## src/rtl/core/contact_impulse_resolver_defines.svh

```systemverilog
// Assertion macros for the contact impulse resolver.
// Used by the top level; expects signals clk and rst in scope.
`ifndef CONTACT_IMPULSE_RESOLVER_DEFINES_SVH
`define CONTACT_IMPULSE_RESOLVER_DEFINES_SVH

// Same-cycle implication
`define CIR_ASSERT_IMP(label, ante, cons, msg) \
  label: assert property (@(posedge clk) disable iff (rst) (ante) |-> (cons)) \
    else $error(msg);

// Next-cycle implication
`define CIR_ASSERT_NXT(label, ante, cons, msg) \
  label: assert property (@(posedge clk) disable iff (rst) (ante) |=> (cons)) \
    else $error(msg);

`endif

```

## src/rtl/core/cir_pkg.sv

```systemverilog
// Shared types, constants and saturation helpers for the contact impulse resolver.
// No dependencies.
package cir_pkg;

  localparam int NUM_BODIES_DEF = 64;
  localparam int FRAC_BITS_DEF  = 16;
  localparam int IDX_W          = 6;
  localparam int CFG_W          = 17;
  localparam int IN_DATA_W      = 144;
  localparam int IN_USER_W      = 4;
  localparam int OUT_DATA_W     = 96;
  localparam int OUT_USER_W     = 2;

  localparam logic [1:0] OP_WRITE   = 2'd0;
  localparam logic [1:0] OP_CONTACT = 2'd1;
  localparam logic [1:0] OP_READ    = 2'd2;

  localparam logic [1:0] KIND_VEL  = 2'd0;
  localparam logic [1:0] KIND_ACC  = 2'd1;
  localparam logic [1:0] KIND_POS  = 2'd2;
  localparam logic [1:0] KIND_MASS = 2'd3;

  localparam logic [1:0] REG_RESTITUTION = 2'd0;
  localparam logic [1:0] REG_FRICTION    = 2'd1;
  localparam logic [1:0] REG_STEP        = 2'd2;

  localparam logic [CFG_W-1:0] RESTITUTION_RST = 17'd32768;
  localparam logic [CFG_W-1:0] FRICTION_RST    = 17'd13107;
  localparam logic [CFG_W-1:0] STEP_RST        = 17'd0;

  localparam logic signed [65:0] SAT_MAX = 66'sd2147483647;
  localparam logic signed [65:0] SAT_MIN = -66'sd2147483648;

  typedef enum logic [2:0] {MA_W, MA_T, MA_IMP, MA_N, MA_G} mul_a_t;
  typedef enum logic [1:0] {MB_N, MB_G, MB_G2} mul_b_t;
  typedef enum logic [1:0] {T_HOLD, T_RDAT, T_Q} t_sel_t;
  typedef enum logic [1:0] {W_HOLD, W_SUB, W_ADD, W_DAMP} w_sel_t;
  typedef enum logic [1:0] {WD_W, WD_IN, WD_ZERO} wd_sel_t;

  typedef struct packed {
    logic    mul_en;
    mul_a_t  mul_a;
    mul_b_t  mul_b;
    t_sel_t  t_sel;
    w_sel_t  w_sel;
    logic    imp_ld;
    logic    we;
    wd_sel_t wd_sel;
  } lane_ctl_t;

  function automatic logic signed [65:0] sx32(input logic signed [31:0] v);
    return {{34{v[31]}}, v};
  endfunction

  function automatic logic signed [65:0] sx64(input logic signed [63:0] v);
    return {{2{v[63]}}, v};
  endfunction

  function automatic logic signed [31:0] sat32(input logic signed [65:0] v);
    logic signed [31:0] r;
    if (v > SAT_MAX) r = 32'sh7fff_ffff;
    else if (v < SAT_MIN) r = 32'sh8000_0000;
    else r = v[31:0];
    return r;
  endfunction

endpackage

```

## src/rtl/core/cir_merge.sv

```systemverilog
// Merge stage: adds the three lane products into one saturated dot product.
// Depends on cir_pkg.
module cir_merge (
  input  logic               clk,
  input  logic signed [63:0] q0,
  input  logic signed [63:0] q1,
  input  logic signed [63:0] q2,
  output logic signed [31:0] dot
);

  // Register the saturated sum
  always_ff @(posedge clk) begin
    dot <= cir_pkg::sat32(cir_pkg::sx64(q0) + cir_pkg::sx64(q1) + cir_pkg::sx64(q2));
  end

endmodule

```

## config.mk

```make
export PLATFORM = sky130hd
export DESIGN_NAME = cir_merge
export DESIGN_NICKNAME = d
export VERILOG_FILES = /design/src/rtl/core/contact_impulse_resolver_defines.svh /design/src/rtl/core/cir_pkg.sv /design/src/rtl/core/cir_merge.sv
export SDC_FILE = /design/constraint.sdc
export NUM_CORES = 1
export LEC_CHECK = 0
export BUFFER_PORTS_ARGS = -buffer_cell sky130_fd_sc_hd__buf_2
export CAP_MARGIN = 20
export CORE_MARGIN = 2
export CORE_UTILIZATION = 30
export DETAILED_ROUTE_END_ITERATION = 10
export GPL_TIMING_DRIVEN = 1
export PLACE_DENSITY = 0.63
export SYNTH_ARGS = -nofsm -noshare
export SYNTH_HDL_FRONTEND = slang
export SYNTH_SLANG_ARGS = --single-unit
```

## constraint.sdc

```tcl
create_clock -name clk -period 5.45 [get_ports clk]
set_input_delay 0.545 -clock clk [delete_from_list [all_inputs] [get_ports clk]]
set_output_delay 0.545 -clock clk [all_outputs]
set_load 0.1 [all_outputs]
```

== Yosys cells after proc, flatten, opt, wreduce, memory -nomap -nowiden ==
Index checks and enable logic that the tools add are counted.
Word-level totals
  register bits after elaboration: 32
  bits of input ports: 193
Operators by class
  add/sub/neg operators: 2
  order comparisons: 2
  multiplexer cells: 1
Operator list (count)
  $add A65 B64 Y66: 1
  $gt A66 B32 Y1 const B: 1
  $lt A66 B32 Y1 const B: 1
  $add A64 B64 Y65: 1
  $mux W32: 1

== Depth between registers and ports, before layout ==
  depth in word-level cells: 4
  mapped depth: 16
  gate-level depth less buffers: 15

== Worst setup path after synthesis ==
No wires, ideal clock.
  path type: input to register
  start: in q0[1]
  end: reg dot[17]
  library setup time: 0.122 ns
  data arrival time: 4.473 ns
  setup slack: 0.855 ns
  stages: 16
  buffers on the path: 1
  path through: fa_1 -> ha_1 -> fa_1 -> a211oi_2 -> o21ai_2 -> a22oi_4 -> a2111oi_4 -> o311ai_2 -> o211ai_1 -> a221o_1 -> a21o_1 -> xor2_1 -> or4_4 -> o31ai_4 -> buf_6 -> o21ai_2
Between the ends
  cells in the longest elaborated chain, start to end: 4
RTL lines
  start, declared: line cir_merge.sv:5  | input logic signed [63:0] q0,
  $add A64 B64 Y65 *: line cir_merge.sv:13  | dot <= cir_pkg::sat32(cir_pkg::sx64(q0) + cir_pkg::sx64(q1) + cir_pkg::sx64(q2));
  $add A65 B64 Y66 *: line cir_merge.sv:13
  $lt A66 B32 Y1: line cir_pkg.sv:62  | else if (v < SAT_MIN) r = 32'sh8000_0000;
  $mux W32: line cir_pkg.sv:62
  end signal, assigned: line cir_merge.sv:13
  end, declared: line cir_merge.sv:8  | output logic signed [31:0] dot
Every way passes the cells marked *; elsewhere a longest branch is shown, timed or not.
A chain may end at the register's enable or synchronous reset.

== Final worst setup path ==
  start: in q0[1]
  end: reg dot[24]
Same word-level chain as after synthesis.

==> key figures <==
Routing
  • Drt first pass iters: 6
  • Number of antenna-violating nets in the routed design: 0
  • Wire length per cell: 16.2 µm
  • Drt drc: 0
  • Via count: 6589
  • Via density: 5.24
  • Final wirelength: 20300 µm
  • Starting DRT DRC Count: 305

STA
  • RSZ-0062 raised after global routing: no
  • Final min period: 4910 ps
  • Rel. slew slack: 53.9%
  • Max Fclk: 204 MHz
  • Final period util: 90.2%
  • Hold slack: 710 ps
  • Max-slew violations: 0
  • TNS Setup: 0 ps
  • Hold Fails Final Rpt: 0
  • Worst-Margin Slew: 685 ps
  • Final WS setup: 537 ps
  • Setup violations, final: 0

Setup path
  • Crit end category: flip-flop
  • Max stage delay on crit path: 520 ps
  • CP Launch Type: primary input
  • WP data arrival: 5120 ps
  • WP data required: 5660 ps
  • Worst setup path endpoint: dot[24]
  • Slowest CP cell: fa_1
  • CP Launch Point: q0[1]
  • WS Path Type: primary input to flip-flop
  • Worst-path maximum fanout: 31
  • Crit-path cells: buf_2 > fa_1 > ha_1 > fa_1 > a211oi_2 > o21ai_2 > a22oi_4 > a21oi_1 > or2_2 > a311oi_1 > nand3_1 > nor4_1 > nand3b_1 > nor4_1 > buf_4 > a41oi_4 > buf_4 > o21ai_2

Placement
  • Cell Area, Placed: 7870 µm²
  • Routability cong.: 0.870
  • Dpl ws: 310 ps
  • Post-DP HPWL: 17800 µm
  • PortBufs: 224

Job
  • Max-cap violations: 0

Synthesis
  • Most used DFF post-synth: dfxtp_1
  • Post-synth cell types: 71
  • Post-synth EDFFs: 0
  • Syn. warnings: 0
  • Sequential share of the synthesized area: 9.78%
  • Syn_nets: 1107
  • Post-Syn Area: 6550 µm²
  • Synth area leaders: fa_1 (20%), ha_1 (12%), dfxtp_1 (9.8%)
  • Top-area cell type share of the netlist area: 19.9%
  • Synth area leader: fa_1
  • Mean Syn Cell Area: 8.35 µm²
  • FFs w/ async S/R, synth: 0%
  • FF+latch count, synth: 32
  • Syn Inst Count: 785

Clock network
  • Post-CTS setup buffer count: 0
  • CTS tree: yes
  • Clk slew on worst S/H paths: 60 ps
  • CTS Buf Count: 5
  • H-tree levels: 2
  • Resize count post-CTS: 0
  • Clock Path Buffers: 2
  • Num Clock Sinks: 32
  • Hold-fix buffers, CTS: 0
  • Clock tree root buffer cell: clkbuf_16

Layout
  • Most frequent cells in the layout: buf_2 (224), a21oi_1 (85), nand2_1 (85)
  • Commonest non-fill, non-tap cell in the layout: buf_2
  • Area added between synthesis and finish: 22.6%
  • Largest register FFs: 32
  • Final core occ: 37.2%
  • Largest regs: dot: 32 flops
  • Share of layout cells above drive strength 1: 28.2%
  • Post-route cell area: 8030 µm²
  • Largest Register: dot
  • N_diodes: 0
  • Layout Nets: 1298

Global route
  • Pin count of the biggest net entering global routing: 32
  • Total gr overflow: 0
  • GRT Util Overall: 17.8%
  • Vias in the first global route: 6630
  • First-pass GRT wire length: 33000 µm
  • Antenna violations before repair: 0

Outcome
  • Outcome: finished, final reports clean

Floorplan
  • Die width: 152 µm
  • # IOs: 225
  • Core ar.: 21600 µm²
  • Initial Utilization: 30.3%
  • Die ar.: 23000 µm²
  • Cell row count: 54
  • Die Span Y: 152 µm

Power and ir drop
  • Power Density: 378 nW/µm²
  • Leakage: 3.52 nW
  • Maximum vdd drop: 201 µV

Worst hold path
  • Hold Path Class: primary input to flip-flop
## cells by family after synthesis
logic type / count (synthesis) / synth area share, %
AO/OA/AOI/OAI: 276 / 28.8
AND/OR/NAND/NOR: 233 / 17.5
adder cells (fa/ha/maj): 129 / 32.1
XOR/XNOR: 57 / 7.62
buffers and inverters: 56 / 3.97
flip-flops: 32 / 9.78
multiplexers: 2 / 0.325
## cells in the mapped netlist, types with 3 or more instances
library cell and n:
a211o_1 4, a211oi_1 5, a21boi_0 5, a21o_1 25
a21oi_1 85, and3_1 9, and4_1 8, buf_2 20
buf_6 3, clkbuf_1 18, dfxtp_1 32, fa_1 65
ha_1 64, inv_1 13, nand2_1 85, nand2b_1 3
nand3_1 8, nand4_1 29, nor2_1 47, nor3_1 14
nor4_1 9, o211a_1 6, o211ai_1 12, o21a_1 12
o21ai_0 42, o21ai_1 19, o21ai_2 21, o21bai_1 4
o221ai_1 3, or2_2 4, or3_1 3, xnor2_1 35
xor2_1 22
## routing by layer
layer | track usage, % | vias to the layer above | share of wire, % | routed length (µm)
li1 | - | 3265 | - | -
met1 | 24.7 | 3051 | 46 | 9410
met2 | 30.3 | 249 | 46 | 9330
met3 | 1.59 | 24 | 6.1 | 1230
met4 | 3.66 | 0 | 1.7 | 341
met5 | 0 | - | 0 | 0
## final cells by class
class                   instances  area, µm²
fillers                      2291      13600
multi-input cells             697       5670
repair buffers                227       1160
flip-flops and latches         32        641
well taps                     280        350
clock buffers                   5        125
inverters                      13       48.8
clock inverters                 3       42.5
## through the flow
step	instances	total power, mW
3_5_place_dp	1249	2.71
6_report	1257	3.03
2_1_floorplan	785	2.17
3_3_place_gp	1249	2.71
4_1_cts	1257	3.04
5_1_grt	1257	3.26
## critical path, delay by kind of cell
family | cells | cell delay, ps
fa+ha+maj | 3 | 1230
buf+inv | 3 | 560
compound gates | 7 | 1620
simple gates | 5 | 1120
## report_power, final
group | leakage [nW] | switching (mW) | internal, mW | total [mW]
logic | 3.17 | 1.67 | 0.687 | 2.36
registers | 0.267 | 0.0326 | 0.324 | 0.357
clock network | 0.0798 | 0.108 | 0.215 | 0.322
## how the worst min path moves through the flow
stage | from | endpoint | slack [ps] | depth (start not counted)
after floorplan | q2[0] | dot[0] | 850 | 3
final | q2[0] | dot[0] | 710 | 4
after CTS | q2[0] | dot[0] | 720 | 4
after global routing | q2[0] | dot[0] | 720 | 4
after global placement | q2[0] | dot[0] | 1000 | 4
after detailed placement | q2[0] | dot[0] | 990 | 4
(Power assumes the default switching activity.)
