==> src/rtl/core/contact_impulse_resolver_defines.svh <==
// Assertion macros for the contact impulse resolver.
// Used by the top level; expects signals clk and rst in scope.
`ifndef CONTACT_IMPULSE_RESOLVER_DEFINES_SVH
`define CONTACT_IMPULSE_RESOLVER_DEFINES_SVH

// Same-cycle implication
`define CIR_ASSERT_IMP(label, ante, cons, msg) \
  label: assert property (@(posedge clk) disable iff (rst) (ante) |-> (cons)) \
    else $error(msg);

// Next-cycle implication
`define CIR_ASSERT_NXT(label, ante, cons, msg) \
  label: assert property (@(posedge clk) disable iff (rst) (ante) |=> (cons)) \
    else $error(msg);

`endif

==> src/rtl/core/cir_div.sv <==
// Restoring divider, one quotient bit per cycle: (num << FRAC_BITS) / den,
// both positive, quotient saturated to 32 bits. Depends on nothing.
module cir_div #(
  parameter int FRAC_BITS = 16
) (
  input  logic               clk,
  input  logic               rst,
  input  logic               start,
  input  logic [32:0]        num,
  input  logic [32:0]        den,
  output logic               busy,
  output logic               done,
  output logic signed [31:0] quo
);

  localparam int DVW = 33 + FRAC_BITS;
  localparam int CW  = $clog2(DVW + 1);

  logic [32:0]     rem;
  logic [DVW-1:0]  quo_r;
  logic [32:0]     den_r;
  logic [CW-1:0]   cnt;
  logic [33:0]     trial;
  logic [33:0]     diff;

  assign trial = {rem, quo_r[DVW-1]};
  assign diff  = trial - {1'b0, den_r};

  // Iterate one bit per cycle
  always_ff @(posedge clk) begin
    if (rst) begin
      busy <= 1'b0;
      done <= 1'b0;
      cnt  <= '0;
    end else begin
      done <= 1'b0;
      if (start) begin
        quo_r <= {num, {FRAC_BITS{1'b0}}};
        den_r <= den;
        rem   <= '0;
        cnt   <= CW'(DVW);
        busy  <= 1'b1;
      end else if (busy) begin
        if (trial >= {1'b0, den_r}) begin
          rem   <= diff[32:0];
          quo_r <= {quo_r[DVW-2:0], 1'b1};
        end else begin
          rem   <= trial[32:0];
          quo_r <= {quo_r[DVW-2:0], 1'b0};
        end
        cnt <= cnt - CW'(1);
        if (cnt == CW'(1)) begin
          busy <= 1'b0;
          done <= 1'b1;
        end
      end
    end
  end

  // Saturate to the signed 32-bit range
  assign quo = (|quo_r[DVW-1:31]) ? 32'sh7fff_ffff : $signed(quo_r[31:0]);

endmodule

==> config.mk <==
export PLATFORM = sky130hd
export DESIGN_NAME = cir_div
export DESIGN_NICKNAME = d
export VERILOG_FILES = /design/src/rtl/core/contact_impulse_resolver_defines.svh /design/src/rtl/core/cir_div.sv
export SDC_FILE = /design/constraint.sdc
export NUM_CORES = 1
export LEC_CHECK = 0
export ABC_AREA = 1
export ABC_CLOCK_PERIOD_IN_PS = 8400
export CAP_MARGIN = 20
export CORE_MARGIN = 2
export CORE_UTILIZATION = 50
export CTS_CLUSTER_SIZE = 14
export DETAILED_ROUTE_END_ITERATION = 8
export DONT_BUFFER_PORTS = 1
export HOLD_SLACK_MARGIN = 0.12
export MAX_ROUTING_LAYER = met4
export PLACE_DENSITY = 0.68
export SETUP_SLACK_MARGIN = 0.05
export SLEW_MARGIN = 5
export SYNTH_ARGS = -nofsm -noshare
export SYNTH_HDL_FRONTEND = slang
export SYNTH_SLANG_ARGS = --single-unit
==> constraint.sdc <==
create_clock -name clk -period 8.4 [get_ports clk]
set_input_delay 1.68 -clock clk [delete_from_list [all_inputs] [get_ports clk]]
set_output_delay 1.68 -clock clk [all_outputs]
set_load 0.01 [all_outputs]
-- Word level (Yosys, flattened, before mapping)
Index checks and enable logic that the tools add are counted.
- flip-flop bits (word level): 123
- input port bits: 69
- output and inout bits: 34
- add/sub/neg operators: 2
- $lt $le $gt $ge: 1
- equality and inequality tests: 1
- multiplexer cells: 12
- bitwise logic cells: 2
- reduce and logical (&&, ||, !) cells: 6
- operators with widths (operator ; count):
    $mux W49 ; 2
    $mux W33 ; 2
    $ge A34 B33 Y1 ; 1
    $sub A33 B33 Y33 ; 1
    $mux W32 ; 1
    $reduce_or A18 Y1 ; 1
    $mux W6 ; 2
    $eq A6 B1 Y1 const B ; 1
    $sub A6 B1 Y6 const B ; 1
    $mux W1 ; 5
    $reduce_and A2 Y1 ; 2
    $reduce_or A3 Y1 ; 1
    $not A1 Y1 ; 2
    $reduce_bool A2 Y1 ; 1
    $reduce_or A2 Y1 ; 1

-- Longest topological paths before layout
Gate-level depths: netlist of run 1.
- depth after elaboration: 4
- gate-level depth with buffers: 17
- mapped depth without buffers: 17

-- Worst setup path before layout of run 1
Ideal clock, no wire load.
- path type: in2reg
- start: in start
- end: reg quo_r[0], enable pin
- library setup time: 0.636 ns
- arrival time: 7.872 ns
- required time: 7.764 ns
- path slack: -0.107 ns
- cell stages on the path: 4
- cells stage by stage: inv_1 -> clkbuf_1 -> clkbuf_1 -> o21ai_0
- word-level cells in the longest chain between the ends: 2
- RTL lines (element ; RTL line ; text):
    start, declared ; cir_div.sv:8 ; input logic start,
    $reduce_bool A2 Y1 (no source line) ; -- ;
    $reduce_and A2 Y1 (no source line) ; -- ;
    end signal, assigned ; cir_div.sv:38 ; quo_r <= {num, {FRAC_BITS{1'b0}}};
    end signal, assigned ; cir_div.sv:46 ; quo_r <= {quo_r[DVW-2:0], 1'b1};
    end signal, assigned ; cir_div.sv:49 ; quo_r <= {quo_r[DVW-2:0], 1'b0};
    end, declared ; cir_div.sv:20 ; logic [DVW-1:0] quo_r;
Every way passes these cells.
A chain may end at the register's enable or synchronous reset.

-- Worst setup path in the final report of run 1
- start: reg quo_r[42]
- end: out quo[14]
- word-level cells in the longest chain between the ends: 2
- RTL lines (element ; RTL line ; text):
    $reduce_or A18 Y1 ; cir_div.sv:61 ; assign quo = (|quo_r[DVW-1:31]) ? 32'sh7fff_ffff : $signed(quo_r[31:0]);
    $mux W32 ; cir_div.sv:61 ;
    end, declared ; cir_div.sv:13 ; output logic signed [31:0] quo
Every way passes these cells.

==> results.md, run 1 <==
* Accumulated negative setup slack at 0 ns
* Post-Syn Nets at between 1,000 and 1,500
* Post-Synth Simple-Gate Area at 0.3304
* Async set or reset register ratio after synthesis at 0
* Worst Max-Slew Pin Slew at about 0.99 ns
* Top area cells in the synthesized netlist: sky130_fd_sc_hd__edfxtp_1, sky130_fd_sc_hd__nand2_1, sky130_fd_sc_hd__inv_1
* Number of global-route vias before repair at between 6,000 and 7,000
* Synthesized-area fraction occupied by xor and xnor cells at 0.01826
* Pwr Density at around 230 nW/um^2
* Post-cts resize count at 0
* DRC viols at 0
* Worst slew margin relative to its limit at 0.3369
* Maximum capacitance violations at 0
* Count of state elements after synthesis at ~120
* Depth of the CTS H-tree at 4
* Height of the die at 131.7 um
* Fmax at approximately 0.28 GHz
* Site Rows at 46
* Final hold slack at 0.4834 ns
* Leakage at around 0.0043 uW
* Layout Utilization at 0.5606
* Count of vias placed by the detailed router at roughly 6,300
* Number of standard cells after synthesis at 1,060
* Total area of sequential cells at between 3000 and 4000 sq um
* Total track usage at 0.2215
* Post-synthesis compound-gate area fraction at 0.04113
* Path category of the worst min-delay check: flop to flop
* Share of cells above drive strength 1 at 0.1055
* Global route overflow at 0
* Critical Path RT at approximately 6.7 ns
* FILL cells at about 1,500
* Number of warnings printed during yosys synthesis at 0
* Comb pwr share at 0.277
* Count of endpoints failing setup in the final report at 0
* Sequential cell fraction of total power at 0.375
* Internal power of the cells at ~1400 uW
* Endpoint class of the critical path: output port
* Placed insts at roughly 1,300
* Cts bufs inserted at 17
* Placer's final routability congestion estimate at about 0.93
* Summed instance area of the synthesized netlist at just over 8000 sq um
* Count of flip-flops with a built-in enable after synthesis at ~120
* Source-to-sink clock delay at the later pin of the worst-skew pair at between 0.4 and 0.5 ns
* Largest net degree at the start of global routing at ~70
* HPWL after DPL at 12.83 mm
* Combinational family with the most area after synthesis: simple AND/OR/NAND/NOR gates
* Share of cell area taken by muxes after synthesis at 0
* Clk_skew at around 0.0095 ns
* Average vias per placed instance at between 4 and 5
* Number of non-filler instances in the completed layout at around 1,300
* Final layout net count at about 1,200
* Fraction of synthesized cell area taken by the top area cell type at 0.4236
* Maximum number of buffers from clock root to sink at 2
* Post-detailed-route count of antenna-violating nets at 0
* Clock power share at 0.348
* Adder and majority cell fraction of the synthesized area at 0.05617
* Critical Setup Path Class: flop to output port
* Average instance area after synthesis at 7.691 sq um
* Growth of design area from synthesis to finish at 9.239%
* Highest metal layer used by the detailed router: met4
* CTS clock-pin slew for the worst setup and hold paths at approximately 0.060 ns
* Die width at approximately 130 um
* Detailed-routing wirelength on met1 at about 8.1 mm
* Fin. Hold Viols at 0
* Launching element type of the critical path: flop
* Register area share after synthesis at 0.4432
* Proportion of total power due to net switching at 0.3403
* Detail Route met2 WL at approximately 7.9 mm
* Number of distinct library cells after synthesis at 44
* Average detailed-routed wire length per instance at approximately 14 um
* Commonest register cell after synthesis: sky130_fd_sc_hd__edfxtp_1
* Outcome: complete, no violations
* Arrival time at the worst endpoint at about 2 ns
* Initial antenna violation count at 1
* # port buffers at 0
* First-pass GRT wire length at 29.55 mm
* Top-Level Pins at roughly 100
* TritonCTS clock tree: built
* Core box area at around 16,000 sq um
* Post-CTS setup buffers at 0
* Total wire length at about 18 mm
* Final Power at a little over 2000 uW
* Root Driver: sky130_fd_sc_hd__clkbuf_16
* Post-cts hold buffer count at 0
* Clock Sink Count at between 100 and 150
* Pre-Repair DR Iteration Count at 5
* Share of the cycle needed by the critical path after routing at 0.4326
* Final Slew Violations at 0
* Unrepaired setup endpoints after global routing: no
* Max FO, Critical Path at 31
* Met3 wirelength from detailed routing at 1.167 mm
* Library cell occupying the most area in the post-synthesis netlist: sky130_fd_sc_hd__edfxtp_1
* Area occupied by multi-input gates at roughly 3700 sq um
* Starting DRT DRC Count at about 370
* Floorplan die area at 17,340 sq um
* Time the final worst path needs with I/O delays and setup at 3.634 ns
* Maximum ir drop on the vdd rail at approximately 0.17 mV
* Switching Power at between 700 and 800 uW
* Initial core utilization at 0.5132
worst paths after layout:
| path | startpoint | endpoint | slack [ns] | cells past startpoint |
|---|---|---|---|---|
| max reg2reg | quo_r[48] | rem[27] | 5.55 | 13 |
| min | cnt[4] | cnt[4] | 0.48 | 2 |
| max | quo_r[42] | quo[14] | 4.77 | 5 |
| min reg2reg | cnt[4] | cnt[4] | 0.48 | 2 |
logic make-up after synthesis:
| family | Yosys count |
|---|---|
| flops | 123 |
| fa+ha+maj | 36 |
| buf+inv | 224 |
| compound gates | 59 |
| simple gates | 600 |
| xor+xnor | 17 |
| other cells | 1 |
registers in the layout, summed over array words and instances (netlist names):
signal and count:
busy 1, cnt 6, done 1, quo_r 49, rem 33, den_r 33
cell usage in the layout (no fill, tap or decap), types with 2 or more instances in the layout:
master                        n
sky130_fd_sc_hd__nand2_1    362
sky130_fd_sc_hd__inv_1      190
sky130_fd_sc_hd__edfxtp_1   115
sky130_fd_sc_hd__nor2_1     101
sky130_fd_sc_hd__nand3_1     50
sky130_fd_sc_hd__ha_1        35
sky130_fd_sc_hd__nor2_2      25
sky130_fd_sc_hd__a21oi_1     22
sky130_fd_sc_hd__o21ai_0     22
sky130_fd_sc_hd__nor2_4      22
sky130_fd_sc_hd__clkbuf_16   17
sky130_fd_sc_hd__xor2_1      15
sky130_fd_sc_hd__nand2_2     10
sky130_fd_sc_hd__inv_2        8
sky130_fd_sc_hd__dfxtp_1      8
sky130_fd_sc_hd__nand4_1      6
sky130_fd_sc_hd__nor4_1       5
sky130_fd_sc_hd__nand3b_1     5
sky130_fd_sc_hd__inv_6        5
sky130_fd_sc_hd__clkinv_4     4
sky130_fd_sc_hd__o21bai_1     3
sky130_fd_sc_hd__nor3_1       3
sky130_fd_sc_hd__a21oi_2      3
sky130_fd_sc_hd__buf_4        3
sky130_fd_sc_hd__a21o_1       2
sky130_fd_sc_hd__xnor2_1      2
sky130_fd_sc_hd__nor3b_1      2
sky130_fd_sc_hd__nand3_2      2
sky130_fd_sc_hd__inv_8        2
stage by stage:
stage	instance area, sq um	worst slack [ns]
2_1_floorplan	8153	2.108
3_3_place_gp	8328	4.395
3_5_place_dp	8328	4.357
4_1_cts	8904	4.730
5_1_grt	8906	4.623
6_report	8906	4.766
cell usage after synthesis, types with 3 or more instances:
cell	number
sky130_fd_sc_hd__a21oi_1	22
sky130_fd_sc_hd__a21oi_2	3
sky130_fd_sc_hd__buf_2	6
sky130_fd_sc_hd__clkbuf_1	14
sky130_fd_sc_hd__dfxtp_1	8
sky130_fd_sc_hd__edfxtp_1	115
sky130_fd_sc_hd__ha_1	35
sky130_fd_sc_hd__inv_1	191
sky130_fd_sc_hd__inv_2	8
sky130_fd_sc_hd__nand2_1	362
sky130_fd_sc_hd__nand2_2	10
sky130_fd_sc_hd__nand3_1	50
sky130_fd_sc_hd__nand3b_1	5
sky130_fd_sc_hd__nand4_1	6
sky130_fd_sc_hd__nor2_1	102
sky130_fd_sc_hd__nor2_2	25
sky130_fd_sc_hd__nor2_4	21
sky130_fd_sc_hd__nor3_1	4
sky130_fd_sc_hd__nor4_1	5
sky130_fd_sc_hd__o21ai_0	23
sky130_fd_sc_hd__o21bai_1	3
sky130_fd_sc_hd__xor2_1	15
power groups by stage:
| stage | Clock [uW] | Combinational, uW | Sequential [uW] |
|---|---|---|---|
| global route | 759 | 659 | 784 |
| detailed placement | 0 | 574 | 788 |
| CTS | 736 | 577 | 777 |
| floorplan | 0 | 480 | 785 |
| global placement | 0 | 569 | 787 |
| finish | 721 | 574 | 776 |
final cells by class:
type                    instances  area share
multi-input cells             713      0.4114
flip-flops and latches        123      0.4057
inverters                     200     0.08514
clock buffers                  19     0.04973
well taps                     216     0.03035
clock inverters                13     0.01489
repair buffers                  3    0.002529
diodes                          1   0.0002810
routing by layer:
layer / vias to the layer above / GRT usage
met4: 0 / 0.07971
met2: 180 / 0.3394
met5: - / -
li1: 3280 / -
met3: 27 / 0.05941
met1: 2817 / 0.2834
critical path, stage by stage, from the launching register on:
cell	delay (ns)
sky130_fd_sc_hd__edfxtp_1	0.39
sky130_fd_sc_hd__nor4_1	0.35
sky130_fd_sc_hd__nand4_1	0.16
sky130_fd_sc_hd__nor3_2	0.13
sky130_fd_sc_hd__buf_4	0.31
sky130_fd_sc_hd__nand2_1	0.17
Power figures use the tool's default switching activity.
==> run 2, diff against run 1 <==
- ABC_CLOCK_PERIOD_IN_PS: 8400 -> 3710
- PLACE_DENSITY: 0.68 -> default
- clock period: 8.4 -> 3.71 ns (I/O delays scaled with it)
==> run 2 against run 1 <==
Die area unchanged. Setup slack got worse by 3.9 ns. Design area is 0.30% higher.
==> results.md, run 2 (same netlist as run 1, synthesis figures left out) <==
* Pwr Density at 533.2 nW/um^2 (was 232.6 nW/um^2)
* Maximum number of buffers from clock root to sink at 2 (unchanged)
* Clock Sink Count at 123 (unchanged)
* Growth of design area from synthesis to finish at 9.561% (was 9.239%)
* Die width at 131.7 um (unchanged)
* Critical register-to-register path startpoint: quo_r[48] (unchanged)
* Layout Utilization at 0.5623 (was 0.5606)
* Area occupied by multi-input gates at 3664 sq um (unchanged)
* Worst reg2reg setup slack at 0.90 ns (was 5.55 ns)
* Launching element type of the critical path: flop (unchanged)
* Top-Level Pins at 103 (unchanged)
* Worst Max-Slew Pin Slew at 1.006 ns (was 0.9910 ns)
* Critical Path RT at 3.99 ns (was 6.72 ns)
* Initial core utilization at 0.5132 (unchanged)
* Fmax at between 0.3 and 0.4 GHz
* Most flop-heavy register: quo_r (unchanged)
* Starting DRT DRC Count at 359 (was 372)
* Post-detailed-route count of antenna-violating nets at 0 (unchanged)
* Leakage at 0.004314 uW (was 0.004301 uW)
* Arrival time at the worst endpoint at 3.09 ns (was 1.95 ns)
* FILL cells at 1,610 (was 1,527)
* Commonest non-fill, non-tap cell in the layout: sky130_fd_sc_hd__nand2_1 (unchanged)
* Share of cells above drive strength 1 at 0.1073 (was 0.1055)
* Count of endpoints failing setup in the final report at 0 (unchanged)
* Time the final worst path needs with I/O delays and setup at 2.811 ns
* Post-CTS setup buffers at 0 (unchanged)
* Crit path max-delay family: simple AND/OR/NAND/NOR gates (unchanged)
* TritonCTS clock tree: built (unchanged)
* Global route overflow at 0 (unchanged)
* Root Driver: sky130_fd_sc_hd__clkbuf_16 (unchanged)
* Flip-flop count of the largest register, all copies and words added at 49 (unchanged)
* Total area of sequential cells at 3613 sq um (unchanged)
* Outcome: complete, no violations (unchanged)
* Top flop regs: quo_r: 49 flops, den_r: 33 flops, rem: 33 flops (unchanged)
* FF-to-FF End: rem[30] (was rem[27])
* Critical Setup Path Class: flop to flop (was flop to output port)
* Source-to-sink clock delay at the later pin of the worst-skew pair at 0.42 ns (was 0.43 ns)
* Post-cts hold buffer count at 0 (unchanged)
* Fin. Hold Viols at 0 (unchanged)
* Count of vias placed by the detailed router at 6,286 (was 6,304)
* Total track usage at 0.2306 (was 0.2215)
* First-pass GRT wire length at 30.66 mm (was 29.55 mm)
* Endpoint class of the critical path: flop (was output port)
* Core box area at 15,890 sq um (unchanged)
* Pre-Repair DR Iteration Count at 5 (unchanged)
* DRC viols at 0 (unchanged)
* Hold Path Sink: cnt[0] (was cnt[4])
* Final layout net count at 1,164 (was 1,163)
* Height of the die at 131.7 um (unchanged)
* Unrepaired setup endpoints after global routing: no (unchanged)
* Initial antenna violation count at 0 (was 1)
* Commonest non-fill, non-tap cells in the layout: sky130_fd_sc_hd__nand2_1, sky130_fd_sc_hd__inv_1, sky130_fd_sc_hd__edfxtp_1 (unchanged)
* Maximum capacitance violations at 0 (unchanged)
* Longest individual stage delay on the worst path at 0.43 ns (was 0.39 ns)
* Path category of the worst min-delay check: input pin to flop (was flop to flop)
* Share of the cycle needed by the critical path after routing at 0.7577
* CP Buf/Inv Count at 3 (was 1)
* Worst slew margin relative to its limit at 0.3293 (was 0.3369)
* Final Slew Violations at 0 (unchanged)
* Antenna cell count at 0 (was 1)
* Average detailed-routed wire length per instance at 14.22 um (was 13.60 um)
* Startpoint of the most critical setup path: quo_r[48] (was quo_r[42])
* Placer's final routability congestion estimate at 0.9577 (was 0.9312)
* Largest net degree at the start of global routing at 69 (unchanged)
* HPWL after DPL at 13.54 mm (was 12.83 mm)
* Average vias per placed instance at 4.880 (was 4.894)
* Clk_skew at 0.009148 ns (was 0.009463 ns)
* Worst min-delay path startpoint: rst (was cnt[4])
* Post-cts resize count at 0 (unchanged)
* CTS clock-pin slew for the worst setup and hold paths at 0.06 ns (about the same)
* Number of global-route vias before repair at 6,270 (was 6,123)
* Site Rows at 46 (unchanged)
* Max FO, Critical Path at 26 (was 31)
* Maximum ir drop on the vdd rail at 0.4179 mV (was 0.1659 mV)
* Accumulated negative setup slack at 0 ns (unchanged)
* Number of cells on the worst reg-to-reg path at 13 (unchanged)
* Total wire length at 18.31 mm (was 17.52 mm)
* Cell depth of the worst hold path at 1 (was 2)
* Crit path max-delay cell type: sky130_fd_sc_hd__fa_1 (was sky130_fd_sc_hd__edfxtp_1)
* Critical path, cell by cell: inv_1 > ha_1 > inv_1 > fa_1 > nand3_1 > nand3_2 > nand2_1 > nand2_2 > nand2_4 > nand2_8 > inv_8 > nor2_1 > nor2_1 (was nor4_1 > nand4_1 > nor3_2 > buf_4 > nand2_1)
* # port buffers at 0 (unchanged)
* Cts bufs inserted at 17 (unchanged)
* Floorplan die area at 17,340 sq um (unchanged)
* Depth of the CTS H-tree at 4 (unchanged)
## run 2: through the flow
stage	total power, uW	instance area, sq um	std cells	worst slack [ns]	hold WS (ns)
floorplan	2859	8164	1060	0.7108	0.4554
global placement	3094	8335	1256	0.9528	0.4772
detailed placement	3105	8335	1256	0.9183	0.4854
CTS	4801	8932	1288	0.8930	0.3673
global route	5057	8932	1288	0.7100	0.3645
finish	4763	8932	1288	0.8991	0.3827
## run 2: per-layer routing
| layer | vias up | part of all wire | GRT usage |
|---|---|---|---|
| li1 | 3279 | - | - |
| met1 | 2828 | 0.47 | 0.2969 |
| met2 | 160 | 0.46 | 0.3645 |
| met3 | 19 | 0.053 | 0.05826 |
| met4 | 0 | 0.013 | 0.06220 |
| met5 | - | 0 | - |
## run 2: area by class of cell
type,count,share of cell area
inverter,200,0.08489
tap,216,0.03026
timing repair buffer,4,0.003362
sequential,123,0.4045
multi-input combinational,713,0.4101
clock buffer,18,0.04917
clock inverter,14,0.01765
## run 2: worst max path at each step
stage	end	slack, ns	cells past startpoint
after floorplan	den_r[0]	0.71	4
after global placement	rem[30]	0.95	13
after detailed placement	rem[31]	0.92	13
after CTS	rem[31]	0.89	13
after global routing	rem[29]	0.71	13
final	rem[30]	0.90	13
## run 2: report_power, final
group          leakage, uW  internal [uW]  switching [uW]
clock             0.000290           1020             665
combinational      0.00284            443             877
sequential         0.00118           1700            60.5
total              0.00431           3160            1600
==> run 3, diff against run 2 <==
- ABC_CLOCK_PERIOD_IN_PS: 3710 -> 2300
- PLACE_DENSITY: default -> 0.68
- clock period: 3.71 -> 2.3 ns (I/O delays scaled with it)
==> run 3 against run 2 <==
The flow now finishes with violations (negative setup slack). Core utilization increased by 15 points. Sequential power increased by 64%. Clock power increased by 62%. Sequential share of layout area decreased by 8.7 points. Register-to-register slack got worse by 0.95 ns. Combinational power increased to 2.6 times the previous value. Largest cell class unchanged.
==> results.md, run 3 (same netlist as run 1, synthesis figures left out) <==
* Outcome: finished, violations left (was complete, no violations)
* Failing checks: negative setup slack
* Share of the cycle needed by the critical path after routing at 1.024 (was 0.7577)
* Source-to-sink clock delay at the later pin of the worst-skew pair at 0.43 ns (was 0.42 ns)
* Launching element type of the critical path: flop (unchanged)
* Largest net degree at the start of global routing at 69 (unchanged)
* First-pass GRT wire length at 34.51 mm (was 30.66 mm)
* Height of the die at 131.7 um (unchanged)
* Accumulated negative setup slack at -1.107 ns (was 0 ns)
* Maximum ir drop on the vdd rail at 0.7339 mV (was 0.4179 mV)
* Area occupied by multi-input gates at 4629 sq um (was 3664 sq um)
* Max FO, Critical Path at 8 (was 26)
* Starting DRT DRC Count at 363 (was 359)
* Number of global-route vias before repair at 7,091 (was 6,270)
* Top flop regs: quo_r: 49 flops, den_r: 33 flops, rem: 33 flops (unchanged)
* Pre-Repair DR Iteration Count at 5 (unchanged)
* Most flop-heavy register: quo_r (unchanged)
* Pwr Density at 800.4 nW/um^2 (was 533.2 nW/um^2)
* Antenna cell count at 0 (unchanged)
* Clk_skew at 0.009211 ns (was 0.009148 ns)
* Growth of design area from synthesis to finish at 39.56% (was 9.561%)
* Detailed-routing wirelength on met1 at 9.868 mm (was 8.667 mm)
* Average vias per placed instance at 5.061 (was 4.880)
* Post-detailed-route count of antenna-violating nets at 0 (unchanged)
* Core box area at 15,890 sq um (unchanged)
* Met3 wirelength from detailed routing at 1.250 mm (was 978 um)
* Path category of the worst min-delay check: input pin to flop (unchanged)
* Clock Sink Count at 123 (unchanged)
* DRC viols at 0 (unchanged)
* Fmax at 0.4247 GHz (was 0.3558 GHz)
* Initial antenna violation count at 0 (unchanged)
* Unrepaired setup endpoints after global routing: yes (was no)
* Placer's final routability congestion estimate at 0.9597 (was 0.9577)
* Critical Setup Path Class: flop to flop (unchanged)
* Startpoint of the most critical setup path: rem[17] (was quo_r[48])
* Final Power at 9108 uW (was 4763 uW)
* Endpoint class of the critical path: flop (unchanged)
* Final Slew Violations at 0 (unchanged)
* Final layout net count at 1,308 (was 1,164)
* Commonest non-fill, non-tap cells in the layout: sky130_fd_sc_hd__nand2_1, sky130_fd_sc_hd__inv_1, sky130_fd_sc_hd__edfxtp_1 (unchanged)
* HPWL after DPL at 14.81 mm (was 13.54 mm)
* Critical register-to-register path startpoint: rem[17] (was quo_r[48])
* Initial core utilization at 0.5132 (unchanged)
* # port buffers at 0 (unchanged)
* Average detailed-routed wire length per instance at 16.05 um (was 14.22 um)
* Detail Route met2 WL at 11.32 mm (was 8.424 mm)
* Total track usage at 0.2591 (was 0.2306)
* Count of vias placed by the detailed router at 7,247 (was 6,286)
* Setup ws final at -0.05434 ns (was 0.8991 ns)
* Time the final worst path needs with I/O delays and setup at 2.354 ns (was 2.811 ns)
* Count of endpoints failing setup in the final report at 56 (was 0)
* FILL cells at 1,263 (was 1,610)
* TritonCTS clock tree: built (unchanged)
* Fin. Hold Viols at 0 (unchanged)
* Die width at 131.7 um (unchanged)
* Worst min-delay path startpoint: rst (unchanged)
* Top-Level Pins at 103 (unchanged)
* Critical Path RT at 2.48 ns (was 3.99 ns)
* Total area of sequential cells at 3613 sq um (unchanged)
* Depth of the CTS H-tree at 4 (unchanged)
* CTS clock-pin slew for the worst setup and hold paths at 0.07 ns (was 0.06 ns)
* Site Rows at 46 (unchanged)
* Leakage at 0.005251 uW (was 0.004314 uW)
* Highest metal layer used by the detailed router: met4 (unchanged)
* Global route overflow at 0 (unchanged)
* Arrival time at the worst endpoint at 2.54 ns (was 3.09 ns)
* Maximum capacitance violations at 0 (unchanged)
* Floorplan die area at 17,340 sq um (unchanged)
* Maximum number of buffers from clock root to sink at 2 (unchanged)
* Commonest non-fill, non-tap cell in the layout: sky130_fd_sc_hd__nand2_1 (unchanged)
* Total wire length at 22.99 mm (was 18.31 mm)
* Share of cells above drive strength 1 at 0.3174 (was 0.1073)
* Root Driver: sky130_fd_sc_hd__clkbuf_16 (unchanged)
* Flip-flop count of the largest register, all copies and words added at 49 (unchanged)
* Cts bufs inserted at 17 (unchanged)
-- run 3: cell count changes in the layout (fill, tap and decap cells not counted), moves of 28 or more --
| cell | delta |
|---|---|
| sky130_fd_sc_hd__buf_4 | +84 |
| sky130_fd_sc_hd__ha_4 | +28 |
| sky130_fd_sc_hd__nand2_1 | -67 |
| sky130_fd_sc_hd__dlygate4sd3_1 | +35 |
| sky130_fd_sc_hd__ha_1 | -28 |
| sky130_fd_sc_hd__nand2_2 | +45 |
-- run 3: layout make-up --
| type | instances | share of cell area |
|---|---|---|
| Multi-Input combinational cell | 713 | 0.4069 |
| Sequential cell | 123 | 0.3176 |
| Timing Repair Buffer | 148 | 0.1322 |
| Inverter | 200 | 0.06752 |
| Clock buffer | 17 | 0.03739 |
| Tap cell | 216 | 0.02375 |
| Clock inverter | 15 | 0.01474 |
-- run 3: final timing paths --
path,end,slack [ns],cells after the start
worst max-delay path,rem[7],-0.05,11
worst min-delay path,busy,0.13,1
worst max register to register,rem[7],-0.05,11
worst min register to register,cnt[1],0.51,2
-- run 3: power breakdown --
part           switching, uW  leakage (uW)  total, uW  internal, uW
Combinational           1950       0.00378       3490          1550
Sequential               142       0.00118       2880          2740
Clock                   1180      0.000289       2730          1550
Total                   3270       0.00525       9110          5840
-- run 3: critical path: stages, from the launching register on --
cell                       delay, ns
sky130_fd_sc_hd__edfxtp_1       0.41
sky130_fd_sc_hd__ha_1           0.34
sky130_fd_sc_hd__nand2_2        0.11
sky130_fd_sc_hd__nor2_4         0.15
sky130_fd_sc_hd__nand2_2        0.11
sky130_fd_sc_hd__nor4_4         0.33
sky130_fd_sc_hd__nand2_4        0.13
sky130_fd_sc_hd__nand2_8        0.15
sky130_fd_sc_hd__inv_8          0.07
sky130_fd_sc_hd__buf_12         0.16
sky130_fd_sc_hd__nor2_4         0.09
sky130_fd_sc_hd__nor2_2         0.04
-- run 3: metrics by stage --
stage                     utilization  instance area, sq um  cells  setup WS, ns  hold slack (ns)
after floorplan                     -                  8194   1060       -0.2572           0.4554
after global placement         0.5662                  8994   1331      -0.08446           0.4721
after detailed placement       0.5662                  8994   1331       -0.1246           0.4850
after CTS                      0.6651                 10570   1406      -0.05297           0.1205
after global routing           0.7163                 11380   1432       -0.1589           0.1228
final                          0.7163                 11380   1432      -0.05434           0.1349
-- run 3: timing repair --
action                     in CTS  in global routing
hold endpoints to repair       33                  3
setup endpoints to repair      64                 65
pin swaps                      34                 62
cloned                          2                  6
buffers inserted                9                 18
hold buffers                   32                  3
gates resized for setup       100                126
-- run 3: per-layer routing --
layer	up-vias	track usage
met1	3376	0.3202
met5	-	-
met4	0	0.07669
met2	239	0.4378
li1	3584	-
met3	48	0.04437
